**src/hw/rtl/sst_pkg.sv**
```systemverilog
// ----------------------------------------------------------------------------
// sst_pkg
// Shared types and constants for the sparse set table: operation and status
// codes, sequencer state encoding and the store write-enable group.
// ----------------------------------------------------------------------------
package sst_pkg;

   // default sizes
   localparam int SST_MAX_ENTITIES  = 1024;
   localparam int SST_CAPACITY      = 256;
   localparam int SST_PAYLOAD_WIDTH = 32;

   // fixed field widths of the transaction
   localparam int OP_W     = 2;
   localparam int ENTITY_W = 10;
   localparam int PAYIN_W  = 32;
   localparam int STATUS_W = 2;
   localparam int SLOT_W   = 8;
   localparam int PAYOUT_W = 32;
   localparam int COUNT_W  = 9;

   // operation codes
   localparam logic [OP_W-1:0] OP_INSERT     = 2'd0;
   localparam logic [OP_W-1:0] OP_INSERT_DEF = 2'd1;
   localparam logic [OP_W-1:0] OP_REMOVE     = 2'd2;
   localparam logic [OP_W-1:0] OP_LOOKUP     = 2'd3;

   // status codes
   localparam logic [STATUS_W-1:0] ST_OK      = 2'd0;
   localparam logic [STATUS_W-1:0] ST_PRESENT = 2'd1;
   localparam logic [STATUS_W-1:0] ST_ABSENT  = 2'd2;
   localparam logic [STATUS_W-1:0] ST_FULL    = 2'd3;

   // sequencer states, one-hot
   typedef enum logic [6:0] {
      S_CLEAR = 7'b0000001,
      S_IDLE  = 7'b0000010,
      S_LOOK  = 7'b0000100,
      S_READ  = 7'b0001000,
      S_MOVE  = 7'b0010000,
      S_FIX   = 7'b0100000,
      S_DONE  = 7'b1000000
   } sst_state_type;

   // write strobes toward the table store
   typedef struct packed {
      logic sparse_we;
      logic owner_we;
      logic pay_we;
   } sst_we_type;

endpackage

```
**src/hw/rtl/sst_seq.sv**
```systemverilog
// ----------------------------------------------------------------------------
// sst_seq
// Operation sequencer: clears the sparse map after reset, then walks each
// transaction through lookup, payload read, swap-remove and result stages
// as its operation needs, with compare logic on the slot, entity and count.
// ----------------------------------------------------------------------------
module sst_seq #(
   parameter int MAX_ENTITIES  = sst_pkg::SST_MAX_ENTITIES,
   parameter int CAPACITY      = sst_pkg::SST_CAPACITY,
   parameter int PAYLOAD_WIDTH = sst_pkg::SST_PAYLOAD_WIDTH,
   parameter int EW            = $clog2(MAX_ENTITIES),
   parameter int SW            = $clog2(CAPACITY),
   parameter int MW            = SW + 1,
   parameter int CW            = $clog2(CAPACITY + 1)
) (
   input  logic                          clock,
   input  logic                          reset,
   // request side
   input  logic                          req_valid,
   output logic                          req_ready,
   input  logic [sst_pkg::OP_W-1:0]      req_op,
   input  logic [sst_pkg::ENTITY_W-1:0]  req_entity,
   input  logic [sst_pkg::PAYIN_W-1:0]   req_payload,
   // response side
   output logic                          rsp_valid,
   input  logic                          rsp_ready,
   output logic [sst_pkg::STATUS_W-1:0]  rsp_status,
   output logic                          rsp_found,
   output logic [sst_pkg::SLOT_W-1:0]    rsp_slot,
   output logic [sst_pkg::PAYOUT_W-1:0]  rsp_payload,
   output logic [sst_pkg::COUNT_W-1:0]   rsp_count,
   // store access
   output sst_pkg::sst_we_type           we,
   output logic [EW-1:0]                 sparse_rd_addr,
   output logic [EW-1:0]                 sparse_wr_addr,
   output logic [MW-1:0]                 sparse_wr_data,
   input  logic [MW-1:0]                 sparse_rdata,
   output logic [SW-1:0]                 owner_rd_addr,
   output logic [SW-1:0]                 owner_wr_addr,
   output logic [EW-1:0]                 owner_wr_data,
   input  logic [EW-1:0]                 owner_rdata,
   output logic [SW-1:0]                 pay_rd_addr,
   output logic [SW-1:0]                 pay_wr_addr,
   output logic [PAYLOAD_WIDTH-1:0]      pay_wr_data,
   input  logic [PAYLOAD_WIDTH-1:0]      pay_rdata
);
   import sst_pkg::*;

   localparam logic [MW-1:0] SLOT_INV = {MW{1'b1}};
   localparam logic [EW-1:0] CLR_LAST = EW'(MAX_ENTITIES - 1);
   localparam logic [CW-1:0] CAP_CNT  = CW'(CAPACITY);

   sst_state_type            state_ff, state_in;
   logic [EW-1:0]            clr_ff, clr_in;
   logic [OP_W-1:0]          op_ff, op_in;
   logic [ENTITY_W-1:0]      ent_ff, ent_in;
   logic [PAYLOAD_WIDTH-1:0] pay_ff, pay_in;
   logic [CW-1:0]            count_ff, count_in;
   logic [SW-1:0]            slot_ff, slot_in;
   logic                     found_ff, found_in;
   logic [STATUS_W-1:0]      status_ff, status_in;
   logic [PAYLOAD_WIDTH-1:0] pout_ff, pout_in;

   logic                     rsp_valid_ff, rsp_valid_in;
   logic [STATUS_W-1:0]      rsp_status_ff, rsp_status_in;
   logic                     rsp_found_ff, rsp_found_in;
   logic [SLOT_W-1:0]        rsp_slot_ff, rsp_slot_in;
   logic [PAYOUT_W-1:0]      rsp_payload_ff, rsp_payload_in;
   logic [COUNT_W-1:0]       rsp_count_ff, rsp_count_in;

   logic                     accept;
   logic                     in_range;
   logic                     hit;
   logic                     full;
   logic [EW-1:0]            ent_addr;
   logic [SW-1:0]            last_slot;
   logic [PAYLOAD_WIDTH-1:0] ins_value;

   assign req_ready = (state_ff == S_IDLE);
   assign accept    = req_valid && req_ready;

   // compare logic: slot against live count, entity against table size, count against capacity
   assign ent_addr  = EW'(ent_ff);
   assign in_range  = (32'(ent_ff) < 32'(MAX_ENTITIES));
   assign hit       = in_range && (sparse_rdata < MW'(count_ff));
   assign full      = (count_ff == CAP_CNT);
   assign last_slot = SW'(count_ff - CW'(1));
   assign ins_value = (op_ff == OP_INSERT) ? pay_ff : '0;

   // read addresses
   assign sparse_rd_addr = (state_ff == S_IDLE) ? EW'(req_entity) : ent_addr;
   assign owner_rd_addr  = last_slot;
   assign pay_rd_addr    = (state_ff == S_LOOK) ? sparse_rdata[SW-1:0] : last_slot;

   // sequencer
   always_comb begin
      state_in       = state_ff;
      clr_in         = clr_ff;
      op_in          = op_ff;
      ent_in         = ent_ff;
      pay_in         = pay_ff;
      count_in       = count_ff;
      slot_in        = slot_ff;
      found_in       = found_ff;
      status_in      = status_ff;
      pout_in        = pout_ff;
      rsp_valid_in   = rsp_valid_ff && !rsp_ready;
      rsp_status_in  = rsp_status_ff;
      rsp_found_in   = rsp_found_ff;
      rsp_slot_in    = rsp_slot_ff;
      rsp_payload_in = rsp_payload_ff;
      rsp_count_in   = rsp_count_ff;
      we             = '0;
      sparse_wr_addr = ent_addr;
      sparse_wr_data = SLOT_INV;
      owner_wr_addr  = slot_ff;
      owner_wr_data  = owner_rdata;
      pay_wr_addr    = slot_ff;
      pay_wr_data    = pay_rdata;

      case (state_ff)
         S_CLEAR: begin
            // mark every sparse entry invalid, one per cycle
            we.sparse_we   = 1'b1;
            sparse_wr_addr = clr_ff;
            clr_in         = clr_ff + EW'(1);
            if (clr_ff == CLR_LAST) begin
               state_in = S_IDLE;
            end
         end
         S_IDLE: begin
            if (accept) begin
               op_in    = req_op;
               ent_in   = req_entity;
               pay_in   = PAYLOAD_WIDTH'(req_payload);
               state_in = S_LOOK;
            end
         end
         S_LOOK: begin
            // sparse entry is back: decide the operation's path
            found_in  = hit;
            slot_in   = hit ? sparse_rdata[SW-1:0] : '0;
            pout_in   = '0;
            status_in = ST_OK;
            state_in  = S_DONE;
            case (op_ff)
               OP_INSERT, OP_INSERT_DEF: begin
                  if (hit) begin
                     status_in = ST_PRESENT;
                     state_in  = S_READ;
                  end else if (!in_range || full) begin
                     status_in = ST_FULL;
                  end else begin
                     // append at the end of the dense array
                     we             = '{sparse_we: 1'b1, owner_we: 1'b1, pay_we: 1'b1};
                     sparse_wr_data = MW'(count_ff);
                     owner_wr_addr  = SW'(count_ff);
                     owner_wr_data  = ent_addr;
                     pay_wr_addr    = SW'(count_ff);
                     pay_wr_data    = ins_value;
                     slot_in        = SW'(count_ff);
                     pout_in        = ins_value;
                     count_in       = count_ff + CW'(1);
                  end
               end
               default: begin
                  // remove and lookup
                  if (hit) begin
                     state_in = S_READ;
                  end else begin
                     status_in = ST_ABSENT;
                  end
               end
            endcase
         end
         S_READ: begin
            // payload of the found slot; remove also fetches the last entry
            pout_in  = pay_rdata;
            state_in = (op_ff == OP_REMOVE) ? S_MOVE : S_DONE;
         end
         S_MOVE: begin
            // last entry into the freed slot, repoint its sparse entry
            if (slot_ff != last_slot) begin
               we             = '{sparse_we: 1'b1, owner_we: 1'b1, pay_we: 1'b1};
               sparse_wr_addr = owner_rdata;
               sparse_wr_data = MW'(slot_ff);
            end
            state_in = S_FIX;
         end
         S_FIX: begin
            we.sparse_we = 1'b1;
            count_in     = count_ff - CW'(1);
            state_in     = S_DONE;
         end
         S_DONE: begin
            // hand the result to the output register once it is free
            if (!rsp_valid_ff || rsp_ready) begin
               rsp_valid_in   = 1'b1;
               rsp_status_in  = status_ff;
               rsp_found_in   = found_ff;
               rsp_slot_in    = SLOT_W'(slot_ff);
               rsp_payload_in = PAYOUT_W'(pout_ff);
               rsp_count_in   = COUNT_W'(count_ff);
               state_in       = S_IDLE;
            end
         end
         default: begin
            state_in = S_IDLE;
         end
      endcase
   end

   // control registers
   always_ff @(posedge clock) begin
      if (reset) begin
         state_ff     <= S_CLEAR;
         clr_ff       <= '0;
         count_ff     <= '0;
         rsp_valid_ff <= 1'b0;
      end else begin
         state_ff     <= state_in;
         clr_ff       <= clr_in;
         count_ff     <= count_in;
         rsp_valid_ff <= rsp_valid_in;
      end
   end

   // payload registers
   always_ff @(posedge clock) begin
      op_ff          <= op_in;
      ent_ff         <= ent_in;
      pay_ff         <= pay_in;
      slot_ff        <= slot_in;
      found_ff       <= found_in;
      status_ff      <= status_in;
      pout_ff        <= pout_in;
      rsp_status_ff  <= rsp_status_in;
      rsp_found_ff   <= rsp_found_in;
      rsp_slot_ff    <= rsp_slot_in;
      rsp_payload_ff <= rsp_payload_in;
      rsp_count_ff   <= rsp_count_in;
   end

   assign rsp_valid   = rsp_valid_ff;
   assign rsp_status  = rsp_status_ff;
   assign rsp_found   = rsp_found_ff;
   assign rsp_slot    = rsp_slot_ff;
   assign rsp_payload = rsp_payload_ff;
   assign rsp_count   = rsp_count_ff;

endmodule

```
**config.mk**
```make
export PLATFORM = sky130hd
export DESIGN_NAME = sst_seq
export DESIGN_NICKNAME = d
export VERILOG_FILES = /design/src/hw/rtl/sst_pkg.sv /design/src/hw/rtl/sst_seq.sv
export SDC_FILE = /design/constraint.sdc
export NUM_CORES = 1
export LEC_CHECK = 0
export ABC_CLOCK_PERIOD_IN_PS = 12850
export BUFFER_PORTS_ARGS = -buffer_cell sky130_fd_sc_hd__buf_2
export CAP_MARGIN = 5
export CORE_MARGIN = 2
export CORE_UTILIZATION = 35
export DETAILED_ROUTE_END_ITERATION = 8
export GPL_TIMING_DRIVEN = 0
export PLACE_DENSITY = 0.66
export SYNTH_ARGS = -nofsm -noshare
export SYNTH_HDL_FRONTEND = slang
export SYNTH_SLANG_ARGS = --single-unit
```
**constraint.sdc**
```tcl
create_clock -name clock -period 12.85 [get_ports clock]
set_input_delay 2.57 -clock clock [delete_from_list [all_inputs] [get_ports clock]]
set_output_delay 2.57 -clock clock [all_outputs]
set_load 0.05 [all_outputs]
```
[Yosys cells after proc, flatten, opt, wreduce, memory -nomap -nowiden]
Index checks and enable logic that the tools add are counted.
Word-level totals
  flip-flop bits (word level): 166
  memory bits (read-only): 0
  word-level logic and storage cells: 104
  memory bits (writable): 0
  memories: 0
  bits in latches: 0
  output and inout bits: 160
Operators by class
  divide/modulo/power cells: 0
  reduce and logical (&&, ||, !) cells: 14
  equality and inequality tests: 18
  multiplexer cells: 52
  magnitude comparators: 1
  bitwise logic cells: 0
  shift operators: 0
  add/subtract/negate cells: 3
  multiply operators: 0
Operator list (count)
  32-bit two-way mux: 8
  8-bit two-way mux: 9
  32-bit case mux with 2 select lines: 1
  9-bit two-way mux: 7
  10-bit two-way mux: 6
  7-bit case mux with 7 select lines: 1
  9-bit case mux with 2 select lines: 2
  7-bit two-way mux: 5
  10-bit case mux with 2 select lines: 1
  3-bit two-way mux: 4
  10-bit by 1-bit adder with 10-bit output (second input constant): 1
  10-bit == test (second input constant): 1
  9-bit by 1-bit adder with 9-bit output (second input constant): 1
  9-bit == test (second input constant): 1
  9-bit less-than comparator: 1
  9-bit by 1-bit subtractor with 9-bit output (second input constant): 1
  2-bit two-way mux: 4
  2-bit inequality test (second input constant): 4
  8-bit inequality test: 1
  7-bit by 1-bit == test with 1-bit output (second input constant): 1
  7-bit by 2-bit == test with 1-bit output (second input constant): 1
  7-bit by 3-bit == test with 1-bit output (second input constant): 1
  7-bit by 4-bit == test with 1-bit output (second input constant): 1
  7-bit by 5-bit == test with 1-bit output (second input constant): 1
  other kinds (17): 24

[Longest topological paths before layout]
  depth after elaboration: 6
  depth in mapped cells: 13
  depth with buffers taken out: 9

[Worst setup path before layout]
Ideal clock, no wire load.
  path kind: in2out
  from: input sparse_rdata[8]
  to: output pay_wr_addr[0]
  arrival time: 5466 ps
  setup slack: 4814 ps
  data required time: 10280 ps
  stages: 8
  buffers on the path: 3
  cells stage by stage: ha_1 > nand2_1 > nor3_1 > o211ai_2 > buf_6 > clkbuf_1 > o21ai_0 > buf_4
On the way
  word-level cells in the longest chain between the ends: 4
Ends and longest elaborated chain
  start, declared: RTL line sst_seq.sv:37  | input logic [MW-1:0] sparse_rdata,
  9-bit less-than comparator: RTL line sst_seq.sv:85  | assign hit = in_range && (sparse_rdata < MW'(count_ff));
  8-bit two-way mux (3 in a row)
  end, declared: RTL line sst_seq.sv:43  | output logic [SW-1:0] pay_wr_addr,
No other way between the ends.

[Final worst setup path]
  from: input sparse_rdata[8]
  to: output pay_wr_addr[1]
On the way
  word-level cells in the longest chain between the ends: 4
Ends and longest elaborated chain
  9-bit less-than comparator: RTL line sst_seq.sv:85
  8-bit two-way mux: RTL line sst_seq.sv:148  | if (hit) begin
  8-bit two-way mux: RTL line sst_seq.sv:146  | case (op_ff)
  8-bit two-way mux: RTL line sst_seq.sv:121  | case (state_ff)
No other way between the ends.

==> impl_metrics.ini <==
[sta]
final.period_utilization = 0.624
skew_ns = 0.0130
min_period_ns = 8.02
tightestPinTransition_ns = 0.983
finalSetupTns_ns = 0
slew_viol_final = 0
setup_violations = 0
fmax_ghz = 0.125
slew_headroom = 0.339
layout_setup_ws_ns = 4.83
finalHoldViolations = 0
rsz0062_at_grt = false
whs_ns = 0.419

[worst_setup_path]
cp.arrival_ns = 5.45
worstPathRequired_ns = 10.28
crit_type = in -> out
cp-end-kind = primary output
start_kind = input port
startpoint = sparse_rdata[8]
timing.rr.start = count_ff[6]$_SDFFE_PP0P_
reg2regPathDepth = 10
worst-path-max-fanout = 10

[power]
peakVddDrop_mv = 0.0727
power.density_nw_per_um2 = 117
p_leak_nw = 4.08
fin_total_pwr_mw = 1.20

[route]
drtIter0Drc = 531
drt-pass1-iter-count = 6
drc = 0
ant_nets = 0
via_count = 6653
vias_per_cell = 5.21
wl_per_cell_um = 18.6
drt-total-wl_um = 23700

[logic_synthesis]
synthesis.nets = 807
synth-compound-area-share = 0.147
synthCells = 697
netlist_area_um2 = 7970
yosys.area_share.adder = 0.0173
ys.flop_type = edfxtp_1
synth_top_family_by_area = simple AND/OR/NAND/NOR gates
synthMuxAreaShare = 0.0212
synth_xor_area_frac = 0.0259
synth_warnings = 0
yosys.area.top_type = edfxtp_1
postSynthAreaPerCell_um2 = 11.4
seq_area_frac_synth = 0.591
synthDistinctLibCells = 60
synth_top_area_frac = 0.524
synth.area.top_cells = edfxtp_1 (52%), dfxtp_1 (6.8%), nand2_1 (5.0%)
synthArstFlopShare = 0
synth_edf_count = 139
synth-simple-area-share = 0.154
ys_ff_latch = 166

[placement]
dpl_cell_area_um2 = 9680
place_congestion = 0.875
dp_hpwl_um = 17700
dp_cells = 1242
io_buffers = 258
dp_slack_ns = 4.87

[die]
die_h_um = 155
die_x_um = 155
fp-row-count = 55
start_util = 0.354
core_area_um2 = 22500
ios = 259
die_area_um2 = 24000

[clock_tree]
ctsHoldBuffers = 0
clock_sinks = 166
cts_made_buffers = 17
cts-resized-gates = 0
cts_setup_buffers = 0
cts-root-buf = clkbuf_16
ctsHtreeMaxLevel = 4
cts_tree = yes
clk_pin_slew_ns = 0.07
insertion_delay_ns = 0.43
clock_path_buffers = 2

[worst_hold_path]
min_from = pout_ff[12]$_DFFE_PP_
holdPathStages = 0
hp-class = reg -> reg

[final_layout]
final_cell_count_no_fill = 1277
syn2layout_area_growth_pct = 28.2
multiInputGateArea_um2 = 2930
nFillCells = 2129
fin_nets = 1087
seqCellArea_um2 = 4710
post-route-util = 0.454
final_area_um2 = 10200
drive_gt1_frac = 0.353

[run]
maxCapViolations = 0

[grt]
grt.total_usage = 0.196
grt_max_degree = 34
overflow = 0
antenna_found_initial = 2
grt_pass1_vias = 6417
grt_first_pass_wirelength_um = 36300

[run_status]
status = completed
[state kept, by name, indices dropped and copies added, names as in the netlist]
name	count
found_ff	1
rsp_valid	1
op_ff	2
rsp_count	9
rsp_payload	32
ent_addr	10
rsp_found	1
state_ff	7
rsp_status	2
count_ff	9
pout_ff	32
rsp_slot	8
pay_ff	32
clr_ff	10
status_ff	2
slot_ff	8
[layout by cell type, fill, tap and decap left out, types with 5 or more instances in the layout]
cell	synthesis	final
buf_2	10	268
edfxtp_1	139	139
nand2_1	107	107
o21ai_0	48	48
nand2b_1	38	38
nor2_1	35	34
clkbuf_1	31	33
a22o_1	32	32
dfxtp_1	27	27
a21oi_1	23	23
clkbuf_16	0	17
inv_1	16	16
xnor2_1	12	12
a41oi_1	12	12
nor3_1	11	11
a31o_2	11	11
ha_1	11	11
a22oi_1	10	10
buf_4	10	10
xor2_1	9	9
and3_1	9	9
mux2_4	9	9
nand3_1	8	8
o22a_1	8	8
o31ai_1	7	7
nor4_1	7	6
nand4_1	6	6
inv_6	0	5
[Yosys cell counts, types with 2 or more instances]
master and n:
clkbuf_1 31, dfxtp_1 27, a21o_1 2, nand3_1 8, nand2_1 107, or2_2 2
and4_1 2, ha_1 11, xor2_1 9, a31o_2 11, a22oi_1 10, nor3_1 11
o211ai_1 2, nor4_1 7, and3_1 9, nor3b_1 2, o2111ai_1 2, a21oi_1 23
a22o_1 32, a41o_1 2, nor3_2 3, nor2b_1 4, buf_6 3, nand4_1 6
mux2_2 3, and4b_1 2, mux2_4 9, a41oi_1 12, buf_2 10, o22a_1 8
xnor2_1 12, edfxtp_1 139, inv_1 16, nand2b_1 38, nor2_1 35, o31ai_1 7
buf_4 10, o21ai_0 48
[path summary, 6_finish.rpt]
path                               endpoint  slack, ns
hold / removal    rsp_payload[12]$_DFFE_PP_       0.42
setup / recovery             pay_wr_addr[1]       4.83
setup reg to reg      pout_ff[11]$_DFFE_PP_       9.03
hold reg to reg   rsp_payload[12]$_DFFE_PP_       0.42
[power by group]
part / leakage (nW) / internal (mW) / switching (mW)
clock: 0.250 / 0.249 / 0.219
sequential: 1.50 / 0.583 / 0.00587
combinational: 2.34 / 0.0422 / 0.0964
[metal layers]
layer  routed length [um]  share of wire  global-route usage
met1                10500           0.44               0.276
met2                10700           0.45               0.295
met3                 1740          0.074              0.0412
met4                  752          0.032              0.0838
met5                    0              0                   0
[cell families after synthesis]
family,count (synthesis)
and+or+nand+nor,246
AOI/OAI and AO/OA,167
DFF,166
buffers and inverters,73
xor gates and xnor gates,22
muxes,12
adders and majority gates,11
[critical path, stage by stage]
cell and delay [ns]:
buf_2 0.10, ha_1 0.29, nand2_1 0.08, nor3_1 0.81, o211ai_2 0.31, buf_6 0.24
clkbuf_1 0.26, o21ai_0 0.37, buf_4 0.17, buf_2 0.24
[cell type report]
cell class              count  share of cell area
diodes                      2            0.000490
clock inverters            13             0.00943
well taps                 285              0.0349
inverters                  18             0.00673
clock buffers              19              0.0424
multi-input cells         458               0.287
repair buffers            261               0.131
flip-flops and latches    166               0.461
plain buffers              55              0.0273
Note: power is estimated with default switching activity, not from simulation.
